==> config.mk <==
export PLATFORM = sky130hd
export DESIGN_NAME = nsc_parser
export DESIGN_NICKNAME = d
export VERILOG_FILES = /design/src/nsc_pkg.sv /design/src/nsc_parser.sv
export SDC_FILE = /design/constraint.sdc
export NUM_CORES = 1
export LEC_CHECK = 0
export BUFFER_PORTS_ARGS = -buffer_cell sky130_fd_sc_hd__buf_2
export CAP_MARGIN = 40
export CORE_UTILIZATION = 48
export CTS_CLUSTER_DIAMETER = 120
export CTS_CLUSTER_SIZE = 14
export DETAILED_ROUTE_END_ITERATION = 10
export HOLD_SLACK_MARGIN = 0.06
export PLACE_DENSITY = 0.81
export RECOVER_POWER = 50
export SETUP_SLACK_MARGIN = 0.02
export SLEW_MARGIN = 10
export SYNTH_ARGS = -nofsm -noshare
export SYNTH_HDL_FRONTEND = slang
export SYNTH_SLANG_ARGS = --single-unit
==> constraint.sdc <==
create_clock -name clk_i -period 2.8 [get_ports clk_i]
set_clock_uncertainty 0.15 [all_clocks]
set_input_delay 0.14 -clock clk_i [delete_from_list [all_inputs] [get_ports clk_i]]
set_output_delay 0.14 -clock clk_i [all_outputs]
set_load 0.02 [all_outputs]
==> src/nsc_pkg.sv <==
// ----------------------------------------------------------------------------
// nsc_pkg
// Types, constants and helpers for the NMEA sentence checker.
// ----------------------------------------------------------------------------
package nsc_pkg;

  localparam int unsigned MaxLine    = 128;
  localparam int unsigned MaxTypeLen = 4;
  localparam int unsigned MinLine    = 7;

  localparam logic [7:0] ChDollar = 8'h24;
  localparam logic [7:0] ChG      = 8'h47;
  localparam logic [7:0] ChStar   = 8'h2A;
  localparam logic [7:0] ChComma  = 8'h2C;
  localparam logic [7:0] ChCr     = 8'h0D;
  localparam logic [7:0] ChLf     = 8'h0A;
  localparam logic [3:0] NibMask  = 4'hF;

  typedef enum logic [0:0] {
    CFG_TYPE     = 1'b0,
    CFG_TYPE_LEN = 1'b1
  } cfg_idx_e;

  typedef enum logic [2:0] {
    PH_START  = 3'd0,
    PH_SECOND = 3'd1,
    PH_TALKER = 3'd2,
    PH_NAME   = 3'd3,
    PH_BODY   = 3'd4,
    PH_HEX1   = 3'd5,
    PH_HEX2   = 3'd6,
    PH_DONE   = 3'd7
  } phase_e;

  typedef enum logic [2:0] {
    V_OK       = 3'd0,
    V_SHORT    = 3'd1,
    V_BADSTART = 3'd2,
    V_MISMATCH = 3'd3,
    V_CHECKSUM = 3'd4,
    V_TRUNC    = 3'd5
  } verdict_e;

  typedef struct packed {
    verdict_e   verdict;
    logic [7:0] talker;
    logic [7:0] length;
  } result_t;

  function automatic logic [7:0] hex_digit(logic [3:0] v);
    logic [3:0] n;
    n = v & NibMask;
    if (n < 4'd10) begin
      return 8'h30 + {4'd0, n};
    end
    return 8'h41 + {4'd0, n} - 8'd10;
  endfunction

endpackage

==> src/nsc_parser.sv <==
// ----------------------------------------------------------------------------
// nsc_parser
// Per-byte line state and verdict logic; flags a result on each CR LF.
// ----------------------------------------------------------------------------
module nsc_parser (
  input  logic             clk_i,
  input  logic             rst_ni,
  input  logic             beat_i,
  input  logic [7:0]       byte_i,
  input  logic [31:0]      sentence_type_i,
  input  logic [2:0]       sentence_type_len_i,
  output logic             res_valid_o,
  output nsc_pkg::result_t res_o
);

  nsc_pkg::phase_e   phase_q, phase_d;
  nsc_pkg::verdict_e pending_q, pending_d;
  logic [7:0] xor_q, xor_d;
  logic [7:0] cnt_q, cnt_d;
  logic [2:0] pos_q, pos_d;
  logic       start_good_q, start_good_d;
  logic [7:0] talker_q, talker_d;
  logic       prev_cr_q, prev_cr_d;
  logic       overlong_q, overlong_d;

  logic       line_end;
  logic [3:0] name_len;
  logic [7:0] name_byte;
  logic       is_term;

  always_comb begin
    if ({1'b0, sentence_type_len_i} > 4'(nsc_pkg::MaxTypeLen)) begin
      name_len = 4'(nsc_pkg::MaxTypeLen);
    end else begin
      name_len = {1'b0, sentence_type_len_i};
    end
    if (pos_q[2]) begin
      name_byte = 8'd0;
    end else begin
      name_byte = sentence_type_i[{pos_q[1:0], 3'b000} +: 8];
    end
  end

  assign line_end = (byte_i == nsc_pkg::ChLf) && prev_cr_q;
  assign is_term  = (byte_i == nsc_pkg::ChStar) || (byte_i == nsc_pkg::ChComma);

  always_comb begin
    phase_d      = phase_q;
    pending_d    = pending_q;
    xor_d        = xor_q;
    cnt_d        = cnt_q;
    pos_d        = pos_q;
    start_good_d = start_good_q;
    talker_d     = talker_q;
    overlong_d   = overlong_q;
    prev_cr_d    = prev_cr_q;
    res_valid_o  = 1'b0;
    res_o        = '{verdict: nsc_pkg::V_OK, talker: talker_q, length: cnt_q};

    if (beat_i) begin
      if (cnt_q >= 8'(nsc_pkg::MaxLine)) begin
        overlong_d = 1'b1;
      end else begin
        cnt_d = cnt_q + 8'd1;
      end
      if (cnt_d == 8'd3 && !overlong_d) begin
        talker_d = byte_i;
      end

      unique case (phase_q)
        nsc_pkg::PH_START: begin
          if (byte_i != nsc_pkg::ChDollar) begin
            pending_d = nsc_pkg::V_BADSTART;
            phase_d   = nsc_pkg::PH_DONE;
          end else begin
            phase_d = nsc_pkg::PH_SECOND;
          end
        end
        nsc_pkg::PH_SECOND: begin
          if (byte_i != nsc_pkg::ChG) begin
            pending_d = nsc_pkg::V_BADSTART;
            phase_d   = nsc_pkg::PH_DONE;
          end else begin
            start_good_d = 1'b1;
            xor_d        = byte_i;
            phase_d      = nsc_pkg::PH_TALKER;
          end
        end
        nsc_pkg::PH_TALKER: begin
          xor_d   = xor_q ^ byte_i;
          pos_d   = 3'd0;
          phase_d = nsc_pkg::PH_NAME;
        end
        nsc_pkg::PH_NAME: begin
          if (is_term) begin
            if ({1'b0, pos_q} < name_len) begin
              pending_d = nsc_pkg::V_MISMATCH;
              phase_d   = nsc_pkg::PH_DONE;
            end else if (byte_i == nsc_pkg::ChStar) begin
              phase_d = nsc_pkg::PH_HEX1;
            end else begin
              xor_d   = xor_q ^ byte_i;
              phase_d = nsc_pkg::PH_BODY;
            end
          end else if ({1'b0, pos_q} >= name_len || byte_i != name_byte) begin
            pending_d = nsc_pkg::V_MISMATCH;
            phase_d   = nsc_pkg::PH_DONE;
          end else begin
            xor_d = xor_q ^ byte_i;
            pos_d = pos_q + 3'd1;
          end
        end
        nsc_pkg::PH_BODY: begin
          if (byte_i == nsc_pkg::ChCr || byte_i == nsc_pkg::ChLf) begin
            pending_d = nsc_pkg::V_TRUNC;
            phase_d   = nsc_pkg::PH_DONE;
          end else if (byte_i == nsc_pkg::ChStar) begin
            phase_d = nsc_pkg::PH_HEX1;
          end else begin
            xor_d = xor_q ^ byte_i;
          end
        end
        nsc_pkg::PH_HEX1: begin
          if (byte_i != nsc_pkg::hex_digit(xor_q[7:4])) begin
            pending_d = nsc_pkg::V_CHECKSUM;
            phase_d   = nsc_pkg::PH_DONE;
          end else begin
            phase_d = nsc_pkg::PH_HEX2;
          end
        end
        nsc_pkg::PH_HEX2: begin
          pending_d = (byte_i != nsc_pkg::hex_digit(xor_q[3:0])) ? nsc_pkg::V_CHECKSUM
                                                                 : nsc_pkg::V_OK;
          phase_d   = nsc_pkg::PH_DONE;
        end
        nsc_pkg::PH_DONE: begin
        end
        default: begin
        end
      endcase

      prev_cr_d = (byte_i == nsc_pkg::ChCr);

      if (line_end) begin
        res_valid_o   = 1'b1;
        res_o.talker  = talker_d;
        res_o.length  = cnt_d;
        if (cnt_d < 8'(nsc_pkg::MinLine)) begin
          res_o.verdict = nsc_pkg::V_SHORT;
        end else if (overlong_d || phase_d != nsc_pkg::PH_DONE) begin
          res_o.verdict = nsc_pkg::V_TRUNC;
        end else begin
          res_o.verdict = pending_d;
        end
        phase_d      = nsc_pkg::PH_START;
        pending_d    = nsc_pkg::V_OK;
        xor_d        = 8'd0;
        cnt_d        = 8'd0;
        pos_d        = 3'd0;
        start_good_d = 1'b0;
        talker_d     = 8'd0;
        prev_cr_d    = 1'b0;
        overlong_d   = 1'b0;
      end
    end
  end

  always_ff @(posedge clk_i or negedge rst_ni) begin
    if (!rst_ni) begin
      phase_q      <= nsc_pkg::PH_START;
      pending_q    <= nsc_pkg::V_OK;
      xor_q        <= 8'd0;
      cnt_q        <= 8'd0;
      pos_q        <= 3'd0;
      start_good_q <= 1'b0;
      talker_q     <= 8'd0;
      prev_cr_q    <= 1'b0;
      overlong_q   <= 1'b0;
    end else begin
      phase_q      <= phase_d;
      pending_q    <= pending_d;
      xor_q        <= xor_d;
      cnt_q        <= cnt_d;
      pos_q        <= pos_d;
      start_good_q <= start_good_d;
      talker_q     <= talker_d;
      prev_cr_q    <= prev_cr_d;
      overlong_q   <= overlong_d;
    end
  end

endmodule
==> qor.yml, run 1 <==
critical_path:
  critical_path.top_delay_family: "compound AO/OA/AOI/OAI gates"
  critical_path.startpoint_type: "flip-flop"
  critPathBufInv: 2
  critical_path.endpoint_type: "primary output"
  critical_path.slowest_cell: "mux4_2"
  worstPathCellList: "mux4_2, xnor2_2, a41oi_2, a2111oi_4, buf_4, a21oi_4, o2111a_1, a31oi_4, buf_6"
  critical_path_peak_fanout: 4
  arrival_time_reported_for_the_critical_path_endpoint_ns: 2.91
  timing.critical_path.required_ns: 2.51
  crit_path_max_incr_delay_ns: 0.58
  timing_worst_setup_path_type: "reg2out"
clock_tree:
  cts_h_tree_depth: 2
  tritoncts.num_buffers: 5
  cts.sinks: 35
  cts.clk_slew.worst_paths_ns: 0.08
  cts_tree: "done"
  cts_root_buf: "clkbuf_8"
  clk-insertion-delay-late_ns: 0.30
  cts.path.max_buffers: 2
sta:
  setup_slack_ns: -0.3974
  achievable-frequency_mhz: 312.8
  finalHoldViolations: 0
  final-setup-viol-count: 13
  post-route-min-period_ns: 3.197
  worstMarginPinSlew_ns: 2.039
  drv_slew: 36
  finalCritPeriodShare_pct: 114.2
  setup_repair_after_global_routing_missed_its_margin: "true"
  timing.setup.tns_ns: -2.040
  timing.max_slew.rel_slack_pct: -35.91
synth:
  syn_inst: 427
  synth_fp_nets: 481
  synth.yosys.seq_area_share_pct: 25.18
  avgSynthCellArea_sq_um: 8.146
  synth_area_leader_cell: "dfrtp_1"
  synth_cell_type_count: 75
  synth_top_cells_by_count: "nand2_1 (48), dfrtp_1 (35), nor2_1 (35)"
  synth_seq_cells: 35
  yosys.area.top_type_share_pct: 25.18
  ys_dominant_reg_cell: "dfrtp_1"
  ys_top_cells_by_area: "dfrtp_1 (25%), nand2_1 (5.2%), mux4_1 (4.5%), o21ai_0 (3.9%), nor2_1 (3.8%)"
  synth_warnings: 0
  asyncSetResetFlopFracSynth_pct: 100.0
  syn_area_sq_um: 3478
  synth_enable_flop_cells: 0
  post-synth-top-count-cell: "nand2_1"
die:
  starting_density_of_the_core_pct: 50.36
  fp-row-count: 30
  horizontal_die_dimension_um: 87.13
  floorplan.core_area_sq_um: 6907
  fp.dieH_um: 87.13
  boundaryPins: 66
  floorplan.die_area_sq_um: 7591
finish:
  layout-area-overhead-vs-synth_pct: 32.55
  share_of_cells_above_drive_strength_1_pct: 34.21
  multi_input_area_sq_um: 2576
  design_area_sq_um: 4611
  final_core_utilization_pct: 66.76
  nets: 585
  seq_cell_area_sq_um: 878.3
  n_fill_cell: 567
  final_cells: 628
  num_antenna_cells: 0
pwr:
  pwr_density_cell_nw_per_um2: 772.7
  power.internal_uw: 1945
  power_leakage_uw: 0.002073
  power.switching_uw: 1618
  clock_power_share_pct: 13.3
  power_frac_comb_pct: 60.9
  switching_portion_of_total_power_pct: 45.41
  seq_power_share_pct: 25.7
  worst_ir_drop_on_vdd_mv: 0.3983
route:
  wirelength_routed_um: 11380
  first_iter_violations: 347
  vias: 3923
  drc: 0
  drtPass1Iterations: 5
  vias_per_cell: 6.247
  wire_per_inst_um: 18.12
  antenna_violating_nets_post_route: 0
run_status:
  outcome: "complete, but fails checks"
  failed_checks: "capacitance limit, slew limit, setup timing"
global_route:
  grtUsageTotal_pct: 31.73
  grt_start_max_net_pins: 36
  number_of_antenna_violations_at_the_first_check_in_global_routing: 0
  via_count_of_the_first_global_routing_pass: 3963
  global_route_wire_length_before_repair_um: 18780
  grt.overflow.total: 0
placement:
  place_inst: 609
  place.gp.congestion: 1.040
  cell_area_placed_sq_um: 4219
  io_buffers: 65
  dp.final_hpwl_um: 8131
flow_run:
  drv_cap: 1
min_path:
  min-delay-path-class: "in2reg"
==> metal layers <==
layer / vias to the layer above / wire [um] / track usage, %
met5: - / 0 / 0
met1: 1908 / 4496 / 38.52
met2: 171 / 5674 / 55.33
met4: 0 / 423 / 13.41
li1: 1799 / - / -
met3: 45 / 786 / 5.687
==> worst paths after layout <==
kind	startpoint	depth (start not counted)	to	slack, ns
worst max-delay path	pos_q[0]$_DFFE_PN0P_	9	res_o[16]	-0.40
worst min-delay path	byte_i[0]	3	talker_q[0]$_DFFE_PN0P_	0.10
worst max register to register	pos_q[0]$_DFFE_PN0P_	9	xor_q[5]$_DFFE_PN0P_	-0.15
worst min register to register	talker_q[0]$_DFFE_PN0P_	1	talker_q[0]$_DFFE_PN0P_	0.35
max in group asynchronous	rst_ni	2	cnt_q[0]$_DFFE_PN0P_	0.37
min in group asynchronous	rst_ni	2	pos_q[0]$_DFFE_PN0P_	0.81
==> worst reg2reg max path: stages (launching register included) <==
cell       delay (ns)
dfrtp_2          0.42
mux4_2           0.58
xnor2_2          0.16
a41oi_2          0.16
a2111oi_4        0.40
buf_4            0.21
a21oi_4          0.08
buf_6            0.14
a21o_4           0.22
a211o_1          0.31
==> cells in the final DEF (no fill, tap or decap), types with 6 or more instances in the layout <==
master,instances
buf_4,58
xnor2_1,11
nand2b_1,9
ha_1,7
inv_1,22
dfrtp_1,33
mux2i_1,6
and2_1,7
o21ai_0,25
xor2_1,7
buf_2,59
nand2_1,46
o31ai_1,8
nand3_1,12
nand4_1,8
mux4_2,8
a22o_1,8
a21oi_1,10
nor2_1,35
nor2b_1,11
buf_6,6
==> timing repair <==
action | 4_1_cts | 5_1_grt
hold buffers | 2 | 0
setup buffers | 9 | 2
setup endpoints to repair | 20 | 23
gates resized for setup | 41 | 15
pin swaps | 10 | 8
hold endpoints to repair | 36 | 0
==> sequential cells by signal, indices dropped and copies added, names as in the netlist <==
| register | flops |
|---|---|
| pos_q | 3 |
| prev_cr_q | 1 |
| phase_q | 3 |
| overlong_q | 1 |
| pending_q | 3 |
| cnt_q | 8 |
| xor_q | 8 |
| talker_q | 8 |
==> power by group through the flow <==
| stage | logic (uW) | registers, uW | clock network, uW |
|---|---|---|---|
| final | 2170 | 917 | 475 |
| after global routing | 2360 | 939 | 497 |
| after CTS | 2090 | 905 | 479 |
| after detailed placement | 1930 | 911 | 0 |
| after global placement | 1840 | 896 | 0 |
| after floorplan | 1380 | 833 | 0 |
==> stage by stage <==
| step | total power [uW] | worst slack (ns) | hold WS (ns) |
|---|---|---|---|
| global route | 3796 | -0.5197 | 0.1319 |
| finish | 3562 | -0.3974 | 0.1009 |
| CTS | 3471 | -0.3466 | 0.09583 |
| floorplan | 2209 | 0.03416 | -0.3056 |
| global placement | 2740 | -0.1291 | 0.1179 |
| detailed placement | 2845 | -0.1965 | 0.1416 |
==> cell families (layout without fill, tap and decap cells) <==
kind of cell	Yosys count	after routing	synth area share, %
flops	35	35	25.18
mux	19	19	9.208
fa+ha+maj	8	8	2.878
buf+inv	56	161	6.619
simple gates	168	168	25.68
xor+xnor	20	20	5.036
compound gates	121	121	25.40
==> final cells by class <==
cell class,count,area share [%]
well taps,96,2.605
multi-input cells,336,55.88
repair buffers,130,18.15
inverters,23,1.872
clock buffers,5,1.493
flip-flops and latches,35,19.05
clock inverters,3,0.9498
Power figures use the tool's default switching activity.
==> run 2, diff against run 1 <==
- SETUP_SLACK_MARGIN: 0.02 -> 0.3
==> qor.yml, run 2 (same netlist as run 1, synthesis figures left out) <==
sta:
  timing.setup.tns_ns: -3.985
  finalHoldViolations: 0
  timing.max_slew.rel_slack_pct: -34.55
  final-setup-viol-count: 11
  setup_slack_ns: -0.4372
  post-route-min-period_ns: 3.237
  setup_repair_after_global_routing_missed_its_margin: "true"
  achievable-frequency_mhz: 308.9
  finalCritPeriodShare_pct: 115.6
  drv_slew: 36
  fin_hold_ws_ns: 0.1184
  worstMarginPinSlew_ns: 2.018
min_path:
  min-delay-path-class: "in2reg"
  whs_path_depth: 3
clock_tree:
  cts_root_buf: "clkbuf_8"
  cts.sinks: 35
  cts.path.max_buffers: 2
  cts_tree: "done"
  cts_h_tree_depth: 2
  cts.clk_slew.worst_paths_ns: 0.08
  tritoncts.num_buffers: 5
  clk-insertion-delay-late_ns: 0.30
run_status:
  failed_checks: "capacitance limit, slew limit, setup timing"
  outcome: "complete, but fails checks"
placement:
  place_inst: 606
  io_buffers: 65
  dp.final_hpwl_um: 7942
  place.gp.congestion: 0.9754
finish:
  final_common_cell: "buf_4"
  share_of_cells_above_drive_strength_1_pct: 39.07
  num_antenna_cells: 0
  final_cells: 636
  nets: 593
  layout-area-overhead-vs-synth_pct: 40.04
  reg_top3: "cnt_q: 8 flops, talker_q: 8 flops, xor_q: 8 flops"
  n_fill_cell: 511
  layout_common_cells: "buf_4 (65), buf_2 (53), nand2_1 (45), nor2_1 (35), dfrtp_1 (30)"
route:
  wirelength_routed_um: 12570
  antenna_violating_nets_post_route: 0
  wire_per_inst_um: 19.77
  vias_per_cell: 6.599
  first_iter_violations: 613
  drtPass1Iterations: 7
  drc: 0
  vias: 4197
die:
  fp.dieH_um: 87.13
  floorplan.core_area_sq_um: 6907
  fp-row-count: 30
  horizontal_die_dimension_um: 87.13
  starting_density_of_the_core_pct: 50.36
  floorplan.die_area_sq_um: 7591
  boundaryPins: 66
pwr:
  pwr_density_cell_nw_per_um2: 776.3
  worst_ir_drop_on_vdd_mv: 0.3960
  finalPower_uw: 3782
  power_leakage_uw: 0.002182
critical_path:
  critical_path.endpoint_type: "primary output"
  timing_worst_setup_path_type: "reg2out"
  arrival_time_reported_for_the_critical_path_endpoint_ns: 2.95
  timing.critical_path.required_ns: 2.51
  worst-r2r-cell-count: 12
  critical_path_peak_fanout: 3
  critical_path.startpoint_type: "flip-flop"
global_route:
  grt.overflow.total: 0
  grt_start_max_net_pins: 36
  number_of_antenna_violations_at_the_first_check_in_global_routing: 0
  global_route_wire_length_before_repair_um: 19350
  grtUsageTotal_pct: 32.84
  via_count_of_the_first_global_routing_pass: 4039
flow_run:
  drv_cap: 1
run 2: report_power, final:
group / internal (uW) / leakage [uW] / switching [uW]
registers: 709 / 0.000418 / 236
logic: 1100 / 0.00170 / 1240
clock network: 288 / 0.0000612 / 208
total: 2100 / 0.00218 / 1690
run 2: routing by layer:
metal / vias up / routed length, um / global-route usage, %
met2: 297 / 6055 / 54.04
met5: - / 0 / 0
met3: 73 / 1254 / 5.782
li1: 1818 / - / -
met4: 0 / 593 / 17.73
met1: 2009 / 4668 / 40.97
run 2: worst paths after layout:
path | endpoint | startpoint | slack [ns]
setup / recovery | res_o[16] | pos_q[0]$_DFFE_PN0P_ | -0.44
hold / removal | talker_q[0]$_DFFE_PN0P_ | byte_i[0] | 0.12
setup reg to reg | xor_q[6]$_DFFE_PN0P_ | pos_q[0]$_DFFE_PN0P_ | -0.38
hold reg to reg | talker_q[1]$_DFFE_PN0P_ | talker_q[1]$_DFFE_PN0P_ | 0.35
max in group asynchronous | pos_q[0]$_DFFE_PN0P_ | rst_ni | 0.40
min in group asynchronous | xor_q[7]$_DFFE_PN0P_ | rst_ni | 0.79
run 2: worst max-delay path, stage by stage (launching register included):
cell       delay (ns)
dfrtp_2          0.41
buf_6            0.12
mux4_2           0.55
xnor2_2          0.18
a41oi_2          0.16
a2111oi_4        0.35
buf_4            0.19
a21oi_4          0.08
o2111a_1         0.27
a31oi_2          0.16
buf_4            0.17
run 2: cell type report:
type                            instances  area (sq um)  area share, %
Multi-Input combinational cell        336          2694          55.30
Timing Repair Buffer                  138         970.9          19.93
Sequential cell                        35         882.1          18.11
Tap cell                               96         120.1          2.466
Inverter                               23         86.33          1.772
Clock buffer                            6         82.58          1.695
Clock inverter                          2         35.03         0.7192
run 2: what timing repair did:
item | in CTS | in global routing
setup buffers | 13 | 8
hold buffers | 1 | 0
pin swaps | 21 | 13
endpoints found under the setup margin | 36 | 40
hold endpoints to repair | 35 | 0
gates resized for setup | 62 | 30
cloned | 0 | 0
run 2: per-stage QoR:
step / setup slack, ns / utilization (%) / area, sq um
2_1_floorplan: 0.05229 / - / 3526
3_3_place_gp: -0.1934 / 60.96 / 4210
3_5_place_dp: -0.3265 / 60.96 / 4210
4_1_cts: -0.4436 / 67.90 / 4690
5_1_grt: -0.4979 / 70.53 / 4871
6_report: -0.4372 / 70.53 / 4871
==> run 3, diff against run 2 <==
- PLACE_DENSITY: 0.81 -> 0.79
- clock period: 2.8 -> 3.7 ns (I/O delays scaled with it)
==> qor.yml, run 3 (same netlist as run 1, synthesis figures left out) <==
sta:
  drv_slew: 36
  finalHoldViolations: 0
  timing.setup.tns_ns: 0
  finalCritPeriodShare_pct: 89.24
  setup_slack_ns: 0.3981
  final-setup-viol-count: 0
  timing.max_slew.rel_slack_pct: -24.66
  achievable-frequency_mhz: 302.9
  worstMarginPinSlew_ns: 1.870
  setup_repair_after_global_routing_missed_its_margin: "true"
  post-route-min-period_ns: 3.302
clock_tree:
  clk-insertion-delay-late_ns: 0.29
  tritoncts.num_buffers: 5
  cts_root_buf: "clkbuf_8"
  cts_tree: "done"
  cts.sinks: 35
  cts.clk_slew.worst_paths_ns: 0.07
  cts_h_tree_depth: 2
  cts.path.max_buffers: 2
global_route:
  grt.overflow.total: 0
  via_count_of_the_first_global_routing_pass: 3518
  global_route_wire_length_before_repair_um: 16700
  grtUsageTotal_pct: 28.08
  grt_start_max_net_pins: 36
  number_of_antenna_violations_at_the_first_check_in_global_routing: 0
critical_path:
  startpoint: "pos_q[0]$_DFFE_PN0P_"
  worstPathCellList: "buf_4, mux4_2, xnor2_1, nand4_1, a32oi_4, a21oi_4, a311oi_2, o211a_1, buf_2"
  critical_path.endpoint_type: "primary output"
  timing_worst_setup_path_type: "reg2out"
  arrival_time_reported_for_the_critical_path_endpoint_ns: 2.97
  timing.critical_path.required_ns: 3.37
  critical_path.startpoint_type: "flip-flop"
  critical_path_peak_fanout: 6
  critical_path.slowest_cell: "mux4_2"
  crit_path_max_incr_delay_ns: 0.53
  startpoint_of_the_lowest_slack_register_to_register_path: "pos_q[0]$_DFFE_PN0P_"
  critPathBufInv: 2
  critical_path.top_delay_family: "compound AO/OA/AOI/OAI gates"
finish:
  final_cells: 574
  reg_top3: "cnt_q: 8 flops, talker_q: 8 flops, xor_q: 8 flops"
  final_common_cell: "buf_2"
  final_core_utilization_pct: 58.86
  n_fill_cell: 628
  multi_input_area_sq_um: 2462
  seq_cell_area_sq_um: 882.1
  layout-area-overhead-vs-synth_pct: 16.87
  num_antenna_cells: 0
  nets: 532
  layout_common_cells: "buf_2 (63), nand2_1 (48), nor2_1 (35), dfrtp_1 (30), o21ai_0 (26)"
  share_of_cells_above_drive_strength_1_pct: 22.59
die:
  horizontal_die_dimension_um: 87.13
  starting_density_of_the_core_pct: 50.36
  floorplan.core_area_sq_um: 6907
  fp.dieH_um: 87.13
  fp-row-count: 30
  floorplan.die_area_sq_um: 7591
  boundaryPins: 66
min_path:
  min-delay-path-class: "in2reg"
  origin_of_the_worst_min_delay_path: "byte_i[0]"
pwr:
  power_leakage_uw: 0.001800
  seq_power_share_pct: 33.7
  pwr_density_cell_nw_per_um2: 581.2
  clock_power_share_pct: 14.0
  power.internal_uw: 1287
  switching_portion_of_total_power_pct: 45.51
  power_frac_comb_pct: 52.2
  power.switching_uw: 1075
  worst_ir_drop_on_vdd_mv: 0.2536
flow_run:
  drv_cap: 1
placement:
  io_buffers: 65
  dp.final_hpwl_um: 7138
  place_inst: 560
  place_worst_setup_slack_ns: 0.2306
  place.gp.congestion: 0.9048
run_status:
  failed_checks: "capacitance limit, slew limit"
  outcome: "complete, but fails checks"
route:
  wire_per_inst_um: 17.38
  drc: 0
  first_iter_violations: 435
  antenna_violating_nets_post_route: 0
  vias_per_cell: 6.401
  drtPass1Iterations: 7
  vias: 3674
  wirelength_routed_um: 9975
-- run 3: power groups by stage --
stage	clock network, uW	registers (uW)	logic, uW
after floorplan	0	631	1020
after global placement	0	779	1110
after detailed placement	0	786	1160
after CTS	338	779	1190
after global routing	360	824	1370
final	332	797	1230
-- run 3: layer usage --
metal	vias up	GRT usage (%)	share of wire (%)
met5	-	0	0
met4	0	11.92	2.1
met3	31	5.972	6.7
met2	159	45.67	48
met1	1775	36.13	44
li1	1709	-	-
-- run 3: repair_timing --
item | CTS | global route
hold buffers | 1 | 0
gates cloned | 0 | 0
gates resized for setup | 5 | 16
hold endpoints to repair | 35 | 0
pin swaps | 2 | 8
endpoints found under the setup margin | 3 | 3
buffers inserted | 3 | 3
-- run 3: worst reg2reg max path: stages, from the launching register on --
cell	delay [ns]
dfrtp_2	0.43
buf_4	0.15
mux4_2	0.53
xnor2_1	0.18
nand4_1	0.17
a32oi_4	0.41
a21oi_4	0.13
buf_4	0.19
a21o_1	0.27
mux2_4	0.33
-- run 3: worst paths after layout --
check / end / slack (ns) / depth (start not counted)
worst min register to register: talker_q[0]$_DFFE_PN0P_ / 0.35 / 1
min in group asynchronous: xor_q[6]$_DFFE_PN0P_ / 0.79 / 2
worst min-delay path: prev_cr_q$_DFFE_PN0P_ / 0.19 / 3
max in group asynchronous: pos_q[0]$_DFFE_PN0P_ / 1.38 / 2
worst max-delay path: res_o[18] / 0.40 / 9
worst max register to register: xor_q[6]$_DFFE_PN0P_ / 0.64 / 9
-- run 3: cell type report --
cell class | count | area share (%)
multi-input cells | 336 | 60.57
inverters | 23 | 2.124
clock buffers | 6 | 1.785
flip-flops and latches | 35 | 21.70
clock inverters | 1 | 0.7387
repair buffers | 77 | 10.13
well taps | 96 | 2.955
-- run 3: through the flow --
stage	hold WS, ns	total power [uW]	instance area [sq um]
6_report	0.1860	2363	4065
5_1_grt	0.2114	2553	4065
4_1_cts	0.1761	2304	3986
3_5_place_dp	0.1512	1949	3817
3_3_place_gp	0.1581	1894	3817
2_1_floorplan	-0.2606	1652	3478
